## config.mk

```make
export PLATFORM = sky130hd
export DESIGN_NAME = rv32i_instruction_decoder_flat
export DESIGN_NICKNAME = d
export VERILOG_FILES = /design/src/design/rvd_pkg.sv /design/src/design/rvd_if.sv /design/src/design/rvd_decode.sv /design/src/design/rv32i_instruction_decoder.sv /design/src/flat_wrapper.sv
export SDC_FILE = /design/constraint.sdc
export NUM_CORES = 1
export LEC_CHECK = 0
export BUFFER_PORTS_ARGS = -buffer_cell sky130_fd_sc_hd__buf_2
export CAP_MARGIN = 0
export CORE_ASPECT_RATIO = 0.75
export CORE_UTILIZATION = 30
export DETAILED_ROUTE_END_ITERATION = 8
export HOLD_SLACK_MARGIN = 0.1
export PLACE_DENSITY = 0.54
export SLEW_MARGIN = 15
export SYNTH_ARGS = -nofsm -noshare
export SYNTH_HDL_FRONTEND = slang
export SYNTH_SLANG_ARGS = --single-unit
```

## constraint.sdc

```tcl
create_clock -name clk -period 4.05 [get_ports clk]
set_clock_uncertainty 0.15 [all_clocks]
set_input_delay 0 -clock clk [delete_from_list [all_inputs] [get_ports clk]]
set_output_delay 0 -clock clk [all_outputs]
set_load 0.02 [all_outputs]
```

## src/design/rvd_pkg.sv

```systemverilog
// Package for the RV32I instruction decoder: opcode and funct codes,
// mnemonic codes and the decoded result type.
// No dependencies.
package rvd_pkg;

    // Major opcodes, bits 6..0
    localparam logic [6:0] OPC_LUI    = 7'h37;
    localparam logic [6:0] OPC_AUIPC  = 7'h17;
    localparam logic [6:0] OPC_JAL    = 7'h6f;
    localparam logic [6:0] OPC_JALR   = 7'h67;
    localparam logic [6:0] OPC_BRANCH = 7'h63;
    localparam logic [6:0] OPC_LOAD   = 7'h03;
    localparam logic [6:0] OPC_STORE  = 7'h23;
    localparam logic [6:0] OPC_OP_IMM = 7'h13;
    localparam logic [6:0] OPC_OP     = 7'h33;
    localparam logic [6:0] OPC_SYSTEM = 7'h73;

    // Branch funct3
    localparam logic [2:0] F3_BEQ  = 3'd0;
    localparam logic [2:0] F3_BNE  = 3'd1;
    localparam logic [2:0] F3_BLT  = 3'd4;
    localparam logic [2:0] F3_BGE  = 3'd5;
    localparam logic [2:0] F3_BLTU = 3'd6;
    localparam logic [2:0] F3_BGEU = 3'd7;

    // Load / store width funct3
    localparam logic [2:0] F3_BYTE  = 3'd0;
    localparam logic [2:0] F3_HALF  = 3'd1;
    localparam logic [2:0] F3_WORD  = 3'd2;
    localparam logic [2:0] F3_BYTEU = 3'd4;
    localparam logic [2:0] F3_HALFU = 3'd5;

    // ALU funct3, shared by OP and OP-IMM
    localparam logic [2:0] F3_ADD  = 3'd0;
    localparam logic [2:0] F3_SLL  = 3'd1;
    localparam logic [2:0] F3_SLT  = 3'd2;
    localparam logic [2:0] F3_SLTU = 3'd3;
    localparam logic [2:0] F3_XOR  = 3'd4;
    localparam logic [2:0] F3_SR   = 3'd5;
    localparam logic [2:0] F3_OR   = 3'd6;
    localparam logic [2:0] F3_AND  = 3'd7;

    // System funct3
    localparam logic [2:0] F3_PRIV   = 3'd0;
    localparam logic [2:0] F3_CSRRW  = 3'd1;
    localparam logic [2:0] F3_CSRRS  = 3'd2;
    localparam logic [2:0] F3_CSRRC  = 3'd3;
    localparam logic [2:0] F3_CSRRWI = 3'd5;
    localparam logic [2:0] F3_CSRRSI = 3'd6;
    localparam logic [2:0] F3_CSRRCI = 3'd7;

    // funct7 variants
    localparam logic [6:0] F7_BASE = 7'h00;
    localparam logic [6:0] F7_ALT  = 7'h20;

    // Whole-word encodings
    localparam logic [31:0] WORD_ECALL  = 32'h0000_0073;
    localparam logic [31:0] WORD_EBREAK = 32'h0010_0073;

    // Mnemonic codes
    localparam logic [5:0] MN_LUI    = 6'd0;
    localparam logic [5:0] MN_AUIPC  = 6'd1;
    localparam logic [5:0] MN_JAL    = 6'd2;
    localparam logic [5:0] MN_JALR   = 6'd3;
    localparam logic [5:0] MN_BEQ    = 6'd4;
    localparam logic [5:0] MN_BNE    = 6'd5;
    localparam logic [5:0] MN_BLT    = 6'd6;
    localparam logic [5:0] MN_BGE    = 6'd7;
    localparam logic [5:0] MN_BLTU   = 6'd8;
    localparam logic [5:0] MN_BGEU   = 6'd9;
    localparam logic [5:0] MN_LB     = 6'd10;
    localparam logic [5:0] MN_LH     = 6'd11;
    localparam logic [5:0] MN_LW     = 6'd12;
    localparam logic [5:0] MN_LBU    = 6'd13;
    localparam logic [5:0] MN_LHU    = 6'd14;
    localparam logic [5:0] MN_SB     = 6'd15;
    localparam logic [5:0] MN_SH     = 6'd16;
    localparam logic [5:0] MN_SW     = 6'd17;
    localparam logic [5:0] MN_ADDI   = 6'd18;
    localparam logic [5:0] MN_SLTI   = 6'd19;
    localparam logic [5:0] MN_SLTIU  = 6'd20;
    localparam logic [5:0] MN_XORI   = 6'd21;
    localparam logic [5:0] MN_ORI    = 6'd22;
    localparam logic [5:0] MN_ANDI   = 6'd23;
    localparam logic [5:0] MN_SLLI   = 6'd24;
    localparam logic [5:0] MN_SRLI   = 6'd25;
    localparam logic [5:0] MN_SRAI   = 6'd26;
    localparam logic [5:0] MN_ADD    = 6'd27;
    localparam logic [5:0] MN_SUB    = 6'd28;
    localparam logic [5:0] MN_SLL    = 6'd29;
    localparam logic [5:0] MN_SLT    = 6'd30;
    localparam logic [5:0] MN_SLTU   = 6'd31;
    localparam logic [5:0] MN_XOR    = 6'd32;
    localparam logic [5:0] MN_SRL    = 6'd33;
    localparam logic [5:0] MN_SRA    = 6'd34;
    localparam logic [5:0] MN_OR     = 6'd35;
    localparam logic [5:0] MN_AND    = 6'd36;
    localparam logic [5:0] MN_ECALL  = 6'd37;
    localparam logic [5:0] MN_EBREAK = 6'd38;
    localparam logic [5:0] MN_CSRRW  = 6'd39;
    localparam logic [5:0] MN_CSRRS  = 6'd40;
    localparam logic [5:0] MN_CSRRC  = 6'd41;
    localparam logic [5:0] MN_CSRRWI = 6'd42;
    localparam logic [5:0] MN_CSRRSI = 6'd43;
    localparam logic [5:0] MN_CSRRCI = 6'd44;

    // Decoded result of one item
    typedef struct packed {
        logic [5:0]         mnemonic_code;
        logic               illegal;
        logic [4:0]         dest_reg;
        logic [4:0]         src1_reg;
        logic [4:0]         src2_reg;
        logic signed [31:0] immediate;
        logic [31:0]        target_addr;
        logic [11:0]        csr_number;
    } result_t;

endpackage

```

## src/design/rvd_if.sv

```systemverilog
// Channel interfaces of the RV32I instruction decoder: instruction items in,
// decoded result items out. Valid/ready handshake. No dependencies.
interface rvd_instr_if;
    logic        valid;
    logic        ready;
    logic [31:0] instr_addr;
    logic [31:0] instr_word;

    modport source (output valid, output instr_addr, output instr_word, input ready);
    modport sink   (input valid, input instr_addr, input instr_word, output ready);
endinterface

interface rvd_result_if;
    logic               valid;
    logic               ready;
    logic [5:0]         mnemonic_code;
    logic               illegal;
    logic [4:0]         dest_reg;
    logic [4:0]         src1_reg;
    logic [4:0]         src2_reg;
    logic signed [31:0] immediate;
    logic [31:0]        target_addr;
    logic [11:0]        csr_number;

    modport source (
        output valid, output mnemonic_code, output illegal, output dest_reg,
        output src1_reg, output src2_reg, output immediate, output target_addr,
        output csr_number, input ready
    );
    modport sink (
        input valid, input mnemonic_code, input illegal, input dest_reg,
        input src1_reg, input src2_reg, input immediate, input target_addr,
        input csr_number, output ready
    );
endinterface

```

## src/design/rvd_decode.sv

```systemverilog
// Combinational RV32I decode: mnemonic, register fields, immediate, csr number
// and branch/jal target for one instruction word. Depends on rvd_pkg.
module rvd_decode (
    input  logic [31:0]     instr_addr,
    input  logic [31:0]     instr_word,
    output rvd_pkg::result_t res
);
    import rvd_pkg::*;

    logic [6:0]  opcode;
    logic [2:0]  funct3;
    logic [6:0]  funct7;
    logic [31:0] imm_i;
    logic [31:0] imm_s;
    logic [31:0] imm_b;
    logic [31:0] imm_j;
    logic [31:0] imm_u;
    logic [31:0] imm_sh;
    logic [5:0]  kind;
    logic        known;
    logic        has_target;
    logic [31:0] imm;
    logic [11:0] csr;

    assign opcode = instr_word[6:0];
    assign funct3 = instr_word[14:12];
    assign funct7 = instr_word[31:25];

    // Format immediates
    assign imm_i  = {{20{instr_word[31]}}, instr_word[31:20]};
    assign imm_s  = {{20{instr_word[31]}}, instr_word[31:25], instr_word[11:7]};
    assign imm_b  = {{20{instr_word[31]}}, instr_word[7], instr_word[30:25],
                     instr_word[11:8], 1'b0};
    assign imm_j  = {{12{instr_word[31]}}, instr_word[19:12], instr_word[20],
                     instr_word[30:21], 1'b0};
    assign imm_u  = {12'd0, instr_word[31:12]};
    assign imm_sh = {27'd0, instr_word[24:20]};

    // Classify the word and pick its immediate
    always_comb
    begin
        kind       = MN_LUI;
        known      = 1'b1;
        has_target = 1'b0;
        imm        = '0;
        csr        = '0;
        unique case (opcode)
            OPC_LUI:
            begin
                kind = MN_LUI;
                imm  = imm_u;
            end
            OPC_AUIPC:
            begin
                kind = MN_AUIPC;
                imm  = imm_u;
            end
            OPC_JAL:
            begin
                kind       = MN_JAL;
                imm        = imm_j;
                has_target = 1'b1;
            end
            OPC_JALR:
            begin
                kind = MN_JALR;
                imm  = imm_i;
            end
            OPC_BRANCH:
            begin
                imm        = imm_b;
                has_target = 1'b1;
                unique case (funct3)
                    F3_BEQ:  kind = MN_BEQ;
                    F3_BNE:  kind = MN_BNE;
                    F3_BLT:  kind = MN_BLT;
                    F3_BGE:  kind = MN_BGE;
                    F3_BLTU: kind = MN_BLTU;
                    F3_BGEU: kind = MN_BGEU;
                    default: known = 1'b0;
                endcase
            end
            OPC_LOAD:
            begin
                imm = imm_i;
                unique case (funct3)
                    F3_BYTE:  kind = MN_LB;
                    F3_HALF:  kind = MN_LH;
                    F3_WORD:  kind = MN_LW;
                    F3_BYTEU: kind = MN_LBU;
                    F3_HALFU: kind = MN_LHU;
                    default:  known = 1'b0;
                endcase
            end
            OPC_STORE:
            begin
                imm = imm_s;
                unique case (funct3)
                    F3_BYTE: kind = MN_SB;
                    F3_HALF: kind = MN_SH;
                    F3_WORD: kind = MN_SW;
                    default: known = 1'b0;
                endcase
            end
            OPC_OP_IMM:
            begin
                imm = imm_i;
                unique case (funct3)
                    F3_ADD:  kind = MN_ADDI;
                    F3_SLT:  kind = MN_SLTI;
                    F3_SLTU: kind = MN_SLTIU;
                    F3_XOR:  kind = MN_XORI;
                    F3_OR:   kind = MN_ORI;
                    F3_AND:  kind = MN_ANDI;
                    F3_SLL:
                    begin
                        // funct7 left unchecked for slli
                        kind = MN_SLLI;
                        imm  = imm_sh;
                    end
                    default:
                    begin
                        imm = imm_sh;
                        if (funct7 == F7_BASE)
                            kind = MN_SRLI;
                        else if (funct7 == F7_ALT)
                            kind = MN_SRAI;
                        else
                            known = 1'b0;
                    end
                endcase
            end
            OPC_OP:
            begin
                unique case (funct3)
                    F3_ADD:
                    begin
                        if (funct7 == F7_BASE)
                            kind = MN_ADD;
                        else if (funct7 == F7_ALT)
                            kind = MN_SUB;
                        else
                            known = 1'b0;
                    end
                    F3_SLL:  kind = MN_SLL;
                    F3_SLT:  kind = MN_SLT;
                    F3_SLTU: kind = MN_SLTU;
                    F3_XOR:  kind = MN_XOR;
                    F3_OR:   kind = MN_OR;
                    F3_AND:  kind = MN_AND;
                    default:
                    begin
                        if (funct7 == F7_BASE)
                            kind = MN_SRL;
                        else if (funct7 == F7_ALT)
                            kind = MN_SRA;
                        else
                            known = 1'b0;
                    end
                endcase
            end
            OPC_SYSTEM:
            begin
                csr = instr_word[31:20];
                unique case (funct3)
                    F3_PRIV:
                    begin
                        csr = '0;
                        if (instr_word == WORD_ECALL)
                            kind = MN_ECALL;
                        else if (instr_word == WORD_EBREAK)
                            kind = MN_EBREAK;
                        else
                            known = 1'b0;
                    end
                    F3_CSRRW:  kind = MN_CSRRW;
                    F3_CSRRS:  kind = MN_CSRRS;
                    F3_CSRRC:  kind = MN_CSRRC;
                    F3_CSRRWI: kind = MN_CSRRWI;
                    F3_CSRRSI: kind = MN_CSRRSI;
                    F3_CSRRCI: kind = MN_CSRRCI;
                    default:   known = 1'b0;
                endcase
            end
            default: known = 1'b0;
        endcase
    end

    // Force the kind to LUI and drop immediate, target and csr for unrecognized words
    always_comb
    begin
        res.mnemonic_code = known ? kind : MN_LUI;
        res.illegal       = ~known;
        res.dest_reg      = instr_word[11:7];
        res.src1_reg      = instr_word[19:15];
        res.src2_reg      = instr_word[24:20];
        res.immediate     = known ? imm : '0;
        res.target_addr   = (known && has_target) ? (instr_addr + imm) : '0;
        res.csr_number    = known ? csr : '0;
    end

endmodule

```

## src/design/rv32i_instruction_decoder.sv

```systemverilog
// Top level of the RV32I instruction decoder: input register, decode logic,
// result register. Depends on rvd_pkg, rvd_if and rvd_decode.
//
// Takes one instruction item (address and word) per clock and returns one
// decoded result item per instruction, in order: mnemonic code (or the illegal
// flag), rd/rs1/rs2 fields, the format immediate, the csr number and, for
// branches and jal, the target address. Throughput is one item per cycle
// while the result side is not stalled. The accepting edge loads the input
// register, and the decode pass is then registered into the result register,
// which shows the result until it leaves.
// A held result does not stop the next item from being accepted while the
// input register is free; back-pressure reaches the input only when both
// registers are full.
module rv32i_instruction_decoder (
    input  logic           clk,
    input  logic           rst_n,
    rvd_instr_if.sink      instr,
    rvd_result_if.source   result
);
    import rvd_pkg::*;

    logic        s1_valid_reg;
    logic        s1_valid_next;
    logic [31:0] s1_addr_reg;
    logic [31:0] s1_word_reg;
    logic        res_valid_reg;
    logic        res_valid_next;
    result_t     res_reg;
    result_t     dec_res;
    logic        res_ready;
    logic        s1_ready;

    // Stage enables
    assign res_ready   = ~res_valid_reg | result.ready;
    assign s1_ready    = ~s1_valid_reg | res_ready;
    assign instr.ready = s1_ready;

    assign s1_valid_next  = s1_ready ? instr.valid : s1_valid_reg;
    assign res_valid_next = res_ready ? s1_valid_reg : res_valid_reg;

    // Valid bits
    always_ff @(posedge clk or negedge rst_n)
    begin
        if (!rst_n)
        begin
            s1_valid_reg  <= 1'b0;
            res_valid_reg <= 1'b0;
        end
        else
        begin
            s1_valid_reg  <= s1_valid_next;
            res_valid_reg <= res_valid_next;
        end
    end

    // Capture the incoming item
    always_ff @(posedge clk)
    begin
        if (s1_ready && instr.valid)
        begin
            s1_addr_reg <= instr.instr_addr;
            s1_word_reg <= instr.instr_word;
        end
    end

    rvd_decode u_decode (
        .instr_addr (s1_addr_reg),
        .instr_word (s1_word_reg),
        .res        (dec_res)
    );

    // Advance the decoded item into the result register
    always_ff @(posedge clk)
    begin
        if (res_ready && s1_valid_reg)
            res_reg <= dec_res;
    end

    assign result.valid         = res_valid_reg;
    assign result.mnemonic_code = res_reg.mnemonic_code;
    assign result.illegal       = res_reg.illegal;
    assign result.dest_reg      = res_reg.dest_reg;
    assign result.src1_reg      = res_reg.src1_reg;
    assign result.src2_reg      = res_reg.src2_reg;
    assign result.immediate     = res_reg.immediate;
    assign result.target_addr   = res_reg.target_addr;
    assign result.csr_number    = res_reg.csr_number;

`ifndef NO_ASSERTIONS
    // An accepted item always lands in the input register
    a_accept_lands: assert property (@(posedge clk) disable iff (!rst_n)
        (instr.valid && instr.ready) |=> s1_valid_reg)
        else $error("accepted item not held in input register");

    // A result only appears when an item was waiting in the input register
    a_result_source: assert property (@(posedge clk) disable iff (!rst_n)
        $rose(result.valid) |-> $past(s1_valid_reg))
        else $error("result shown without a decoded item");

    // Illegal words carry no kind, immediate, target or csr
    a_illegal_clean: assert property (@(posedge clk) disable iff (!rst_n)
        (result.valid && result.illegal) |->
            (result.mnemonic_code == MN_LUI && result.immediate == 0 &&
             result.target_addr == 0 && result.csr_number == 0))
        else $error("illegal result carries decoded fields");

    // A nonzero csr number only comes with a csr kind
    a_csr_kind: assert property (@(posedge clk) disable iff (!rst_n)
        (result.valid && result.csr_number != 0) |->
            (result.mnemonic_code >= MN_CSRRW && result.mnemonic_code <= MN_CSRRCI))
        else $error("csr number on a non-csr kind");

    // A nonzero target only comes with jal or a branch
    a_target_kind: assert property (@(posedge clk) disable iff (!rst_n)
        (result.valid && result.target_addr != 0) |->
            (result.mnemonic_code == MN_JAL ||
             (result.mnemonic_code >= MN_BEQ && result.mnemonic_code <= MN_BGEU)))
        else $error("target on a kind without one");
`endif

endmodule

```

## src/flat_wrapper.sv

```systemverilog
// flat-port wrapper written by rule: the top's interface ports become plain ports
module rv32i_instruction_decoder_flat import rvd_pkg::*;
  (clk, rst_n, instr_valid, instr_instr_addr, instr_instr_word, instr_ready, result_valid, result_mnemonic_code, result_illegal, result_dest_reg, result_src1_reg, result_src2_reg, result_immediate, result_target_addr, result_csr_number, result_ready);
  rvd_instr_if instr_i ();
  rvd_result_if result_i ();
  input  logic clk;
  input  logic rst_n;
  input wire logic [$bits(instr_i.valid)-1:0] instr_valid;
  input wire logic [$bits(instr_i.instr_addr)-1:0] instr_instr_addr;
  input wire logic [$bits(instr_i.instr_word)-1:0] instr_instr_word;
  output wire logic [$bits(instr_i.ready)-1:0] instr_ready;
  output wire logic [$bits(result_i.valid)-1:0] result_valid;
  output wire logic [$bits(result_i.mnemonic_code)-1:0] result_mnemonic_code;
  output wire logic [$bits(result_i.illegal)-1:0] result_illegal;
  output wire logic [$bits(result_i.dest_reg)-1:0] result_dest_reg;
  output wire logic [$bits(result_i.src1_reg)-1:0] result_src1_reg;
  output wire logic [$bits(result_i.src2_reg)-1:0] result_src2_reg;
  output wire logic [$bits(result_i.immediate)-1:0] result_immediate;
  output wire logic [$bits(result_i.target_addr)-1:0] result_target_addr;
  output wire logic [$bits(result_i.csr_number)-1:0] result_csr_number;
  input wire logic [$bits(result_i.ready)-1:0] result_ready;
  assign instr_i.valid = instr_valid;
  assign instr_i.instr_addr = instr_instr_addr;
  assign instr_i.instr_word = instr_instr_word;
  assign instr_ready = instr_i.ready;
  assign result_valid = result_i.valid;
  assign result_mnemonic_code = result_i.mnemonic_code;
  assign result_illegal = result_i.illegal;
  assign result_dest_reg = result_i.dest_reg;
  assign result_src1_reg = result_i.src1_reg;
  assign result_src2_reg = result_i.src2_reg;
  assign result_immediate = result_i.immediate;
  assign result_target_addr = result_i.target_addr;
  assign result_csr_number = result_i.csr_number;
  assign result_i.ready = result_ready;
  rv32i_instruction_decoder u_core (.clk(clk), .rst_n(rst_n), .instr(instr_i), .result(result_i));
endmodule
```

# == Yosys cells after proc, flatten, opt, wreduce, memory -nomap -nowiden ==
# Cells that the tools add are included.
# totals
ff_bits,164
in_bits,68
elab_cells,85
# classes
n_addsub,1
eq_ne,20
mux,29
n_bitwise,6
n_reduce_logical,17
# ops
op,count
$pmux W32 S6,1
$pmux W6 S7,2
$pmux W6 S9,1
$pmux W5 S7,1
$add A32 B32 Y32,1
$eq A32 B21 Y1 const B,1
$eq A32 B7 Y1 const B,1
$mux W32,1
$eq A7 B6 Y1 const B,4
$eq A7 B7 Y1 const B,4
$mux W6,4
$pmux W4 S6,1
$reduce_or A6 Y1,4
$mux W5,4
$pmux W4 S5,1
$pmux W5 S3,1
$eq A7 B5 Y1 const B,2
$eq A3 B3 Y1 const B,4
$mux W1,10
$eq A7 B2 Y1 const B,1
$logic_not A7 Y1,1
$pmux W1 S7,1
$reduce_or A7 Y1,1
$eq A3 B2 Y1 const B,2
10 further kinds,19

# == Logic depth before layout (Yosys ltp) ==
# logic_depth
ltp_word,7
mapped_depth,18
ltp_nobuf,16

# == Hierarchy ==
# From an unflattened synthesis, not the netlist that was laid out.
# unflattened
cells_unflattened,771
hier_area_um2,8649.5
# modules_own_cells
module,n_inst,cells_per_inst,area_per_inst_um2
rv32i_instruction_decoder,1,170,4968.5
rvd_decode,1,601,3681.0

# == Worst setup path after synthesis ==
# No wires, ideal clock.
# synth_path
path_kind,reg-to-reg
start,register u_core.s1_word_reg[4]
end,"register u_core.res_reg, in the netlist u_core.result.target_addr[26], data pin"
setup_time_ns,0.254
arrival_time_ns,3.881
path_slack_ns,-0.235
path_stages_with_launch,18
period_less_slack_ns,4.285
cell_sequence,edfxtp_1 -> clkbuf_1 -> nand4b_1 -> nor2_1 -> and2_1 -> clkbuf_1 -> or2_2 -> a222oi_1 -> inv_1 -> fa_1 -> a21oi_1 -> o22ai_1 -> o221ai_1 -> o211ai_1 -> a21boi_0 -> o31a_1 -> xor2_1 -> nor2_1
# synth_between
elab_cells_between_ends,24
classes_between,add/sub: 1; eq/ne: 12; mux: 6; reduce/logical: 5
# synth_rtl
element,line_no,rtl
start: declaration,rv32i_instruction_decoder.sv:25,logic [31:0] s1_word_reg;
start signal: assignment,rv32i_instruction_decoder.sv:62,s1_word_reg <= instr.instr_word;
"$eq A7 B2 Y1, or another cell as far along",rvd_decode.sv:47,unique case (opcode)
$reduce_or A2 Y1 (no source line),n/a,
$pmux W32 S6 *,rvd_decode.sv:47,
net u_core.u_decode.imm[1],rvd_decode.sv:22,logic [31:0] imm;
$add A32 B32 Y32 *,rvd_decode.sv:198,res.target_addr = (known && has_target) ? (instr_addr + imm) : '0;
end signal: assignment,rv32i_instruction_decoder.sv:76,res_reg <= dec_res;
end: declaration,rv32i_instruction_decoder.sv:28,result_t res_reg;
# Mark *: on every way through the listed nets, which the timed path passes. The rest lies on a longest branch.
# A chain may end at the register's enable or synchronous reset.

# == Worst setup path in the final report ==
# layout_path
start,register u_core.s1_word_reg[5]
end,"register u_core.res_reg, in the netlist u_core.result.target_addr[16], data pin"
# The elaborated chain is that of the path after synthesis.

==> metrics <==
worst path cell trace buf_4 -> inv_1 -> nor4_1 -> nor2b_2 -> a221oi_2 -> inv_1 -> ha_1 -> fa_2 -> a21oi_2 -> o22ai_2 -> o221ai_2 -> buf_4 -> o21ai_0 -> a21o_1 -> a21oi_1 -> xor2_1 -> nor2_1; Cells on Worst Hold Path 2; Max Freq 260 MHz; xor/xnor cell area share of the yosys netlist 2.96%; Buf/Inv on CP 4; final-report max-slew violation count 0; Layout Nets 1065; simple-gate share of the synthesized area 15.0%; Total GRT Usage 17.3%; top post-synthesis cells by count 151 x edfxtp_1, 70 x nor2_1, 39 x nand2_1, 38 x a21oi_1, 34 x inv_1; io pins 168; Core Util, Final 44.0%; Syn Inst Count 639; Iteration-0 DRC Markers 438; Final setup viols 0; Setup CP Type flop to flop; reg2reg end u_core.result.target_addr[16]; Critical Path Max Stage Delay 0.46 ns; Via-to-Cell Ratio 4.76; Hold Crit Start instr_instr_addr[12]; worst-margin pin slew 0.888 ns; pwr dens 371 nW/um^2; Worst Path Required 4.08 ns; Clk Latency, worst-skew pair 0.43 ns; share of cells above drive strength 1 36.3%; Clock Tree Root clkbuf_16; die area 26300 um^2; Critical Path End Type flop; Worst-path clk slew 0.06 ns; Power Internal 3.06 mW; die width 187 um; r2r worst-path depth 17; n_diodes 0; maximum clock path buffer count 2; Initial Util 30.7%; synth top area cells edfxtp_1 59%, ha_1 5.0%, nor2_1 3.4%; crit path max-delay cell type edfxtp_1; Power Total 4.09 mW; largest net degree at the start of global routing 63; sequential share of the synthesized area 59.5%; maximum fanout along the worst path 5; final period utilization 95.0%; switching fraction of total power 25.2%; combinational power share 14.0%; Leakage 4.60 nW; crit-path leading delay family compound AO/OA/AOI/OAI gates; Synth-to-Final Area Change 43.3%; clk sink count 153; Critical Path AT 3.87 ns; Max-cap violations 0; NetSw 1.03 mW; FF-to-FF setup slack 0.20 ns; Placer Congestion 0.897; syn_area_per_cell 12.0 um^2; Core Region 25100 um^2; library cells used by synthesis 65; Crit. path cell count 17; Final Hold Viols 0; I/O Buffers 167; RR Startpoint u_core.s1_word_reg[5]; Compound-Gate Fraction of Synth Area 12.8%; commonest register cell after synthesis edfxtp_1; total CTS buffers 17; mux contribution to synthesized area 0.260%; largest family of logic cells by synthesized area simple AND/OR/NAND/NOR gates; Yosys top cell area share 58.9%; post-detail-place hpwl 16.8 mm; CTS H-tree depth 4; worst slew margin relative to its limit 40.8%; antenna violations before repair 0; DIE HEIGHT 141 um; number of synthesized flops with an enable pin 151; DRC viols 0; register bit total from synthesis 153; Antenna Nets Post-Route 0; Final Critical Period 3.85 ns; Seq pwr share 46.9%; post-synth top area cell edfxtp_1; outcome complete, no violations; most common cell in the netlist edfxtp_1; global-route wire length before repair 33.9 mm; grt total ovfl 0; Mapped Area 7700 um^2; CTS tree built; WL per Instance 17.4 um; Hold Path Class input pin to flop; Async SR Flop Fraction 1.31%; vias in the first global route 5900; Critical Path Start Type flop; sink of the worst hold path u_core.s1_addr_reg[12]; Warnings, synthesis 0; wirelength, routed 22.9 mm; DR pass1 iterations 5; syn_nets 739; row cnt 50; DR vias 6259; Max IR drop VDD 0.295 mV; Adder-Cell Fraction of Synth Area 5.30%; Clk network pwr share 39.1%
[metal layers]
| layer | routed length [um] | global-route usage [%] | share of wire, % |
|---|---|---|---|
| met1 | 11800 | 26.3 | 51 |
| met2 | 9250 | 23.7 | 40 |
| met3 | 1520 | 4.38 | 6.6 |
| met4 | 352 | 5.09 | 1.5 |
| met5 | 0 | 0 | 0 |
[how the worst max path moves through the flow]
| stage | start | end | slack (ns) |
|---|---|---|---|
| 2_1_floorplan | u_core.s1_word_reg[4] | u_core.result.target_addr[26] | 0.02 |
| 3_3_place_gp | u_core.s1_word_reg[5] | u_core.result.target_addr[29] | -0.17 |
| 3_5_place_dp | u_core.s1_word_reg[6] | u_core.result.target_addr[29] | -0.11 |
| 4_1_cts | u_core.s1_word_reg[5] | u_core.result.target_addr[29] | 0.02 |
| 5_1_grt | u_core.s1_word_reg[4] | u_core.result.target_addr[26] | -0.04 |
| 6_report | u_core.s1_word_reg[5] | u_core.result.target_addr[16] | 0.20 |
[cell families (layout without fill, tap and decap cells)]
| family | Yosys count | in the layout |
|---|---|---|
| fa+ha+maj | 32 | 32 |
| compound gates | 145 | 145 |
| simple gates | 216 | 216 |
| xor+xnor | 26 | 26 |
| mux | 2 | 2 |
| buf+inv | 65 | 403 |
| flops | 153 | 153 |
[layout make-up]
cell class / count / area, um^2
Clock inverter: 13 / 153
Multi-Input combinational cell: 421 / 3000
Inverter: 34 / 128
Sequential cell: 153 / 4580
Clock buffer: 18 / 429
Tap cell: 338 / 423
Fill cell: 2352 / 14100
Timing Repair Buffer: 338 / 2320
[metrics by stage]
stage | worst slack, ns | area [um^2] | cells | TNS (ns) | hold slack [ns]
3_5_place_dp | -0.114 | 9480 | 1204 | -0.539 | -0.361
6_report | 0.204 | 11000 | 1315 | 0 | 0.134
4_1_cts | 0.0230 | 10800 | 1307 | 0 | 0.101
5_1_grt | -0.0448 | 11000 | 1315 | -0.0933 | 0.109
3_3_place_gp | -0.168 | 9480 | 1204 | -0.441 | -0.360
2_1_floorplan | 0.0192 | 7710 | 639 | 0 | -0.446
[power by group through the flow]
stage / Combinational, mW / Sequential [mW] / Clock [mW]
finish: 0.574 / 1.92 / 1.60
detailed placement: 0.500 / 1.95 / 0
global placement: 0.502 / 1.95 / 0
global route: 0.621 / 1.93 / 1.69
CTS: 0.557 / 1.92 / 1.64
floorplan: 0.218 / 2.01 / 0
[layout by cell type, fill, tap and decap left out, drive strengths merged, types with 5 or more instances in the layout]
master	n
a21o	6
a21oi	38
a221oi	9
a22oi	9
and2	23
buf	269
clkbuf	18
clkinv	8
dlygate4sd3	69
edfxtp	151
ha	31
inv	36
nand2	39
nand3	8
nand4	7
nor2	80
nor3	19
nor4	6
o21a	5
o21ai	28
o21bai	6
o22ai	5
or2	7
or3	6
xnor2	14
xor2	12
[what timing repair did]
| action | in CTS | in global routing |
|---|---|---|
| hold buffers | 69 | 0 |
| setup endpoints to repair | 9 | 19 |
| pin swaps | 3 | 17 |
| hold endpoints to repair | 68 | 0 |
| resized for setup | 5 | 42 |
| buffers inserted | 3 | 8 |
Power figures use the tool's default switching activity.
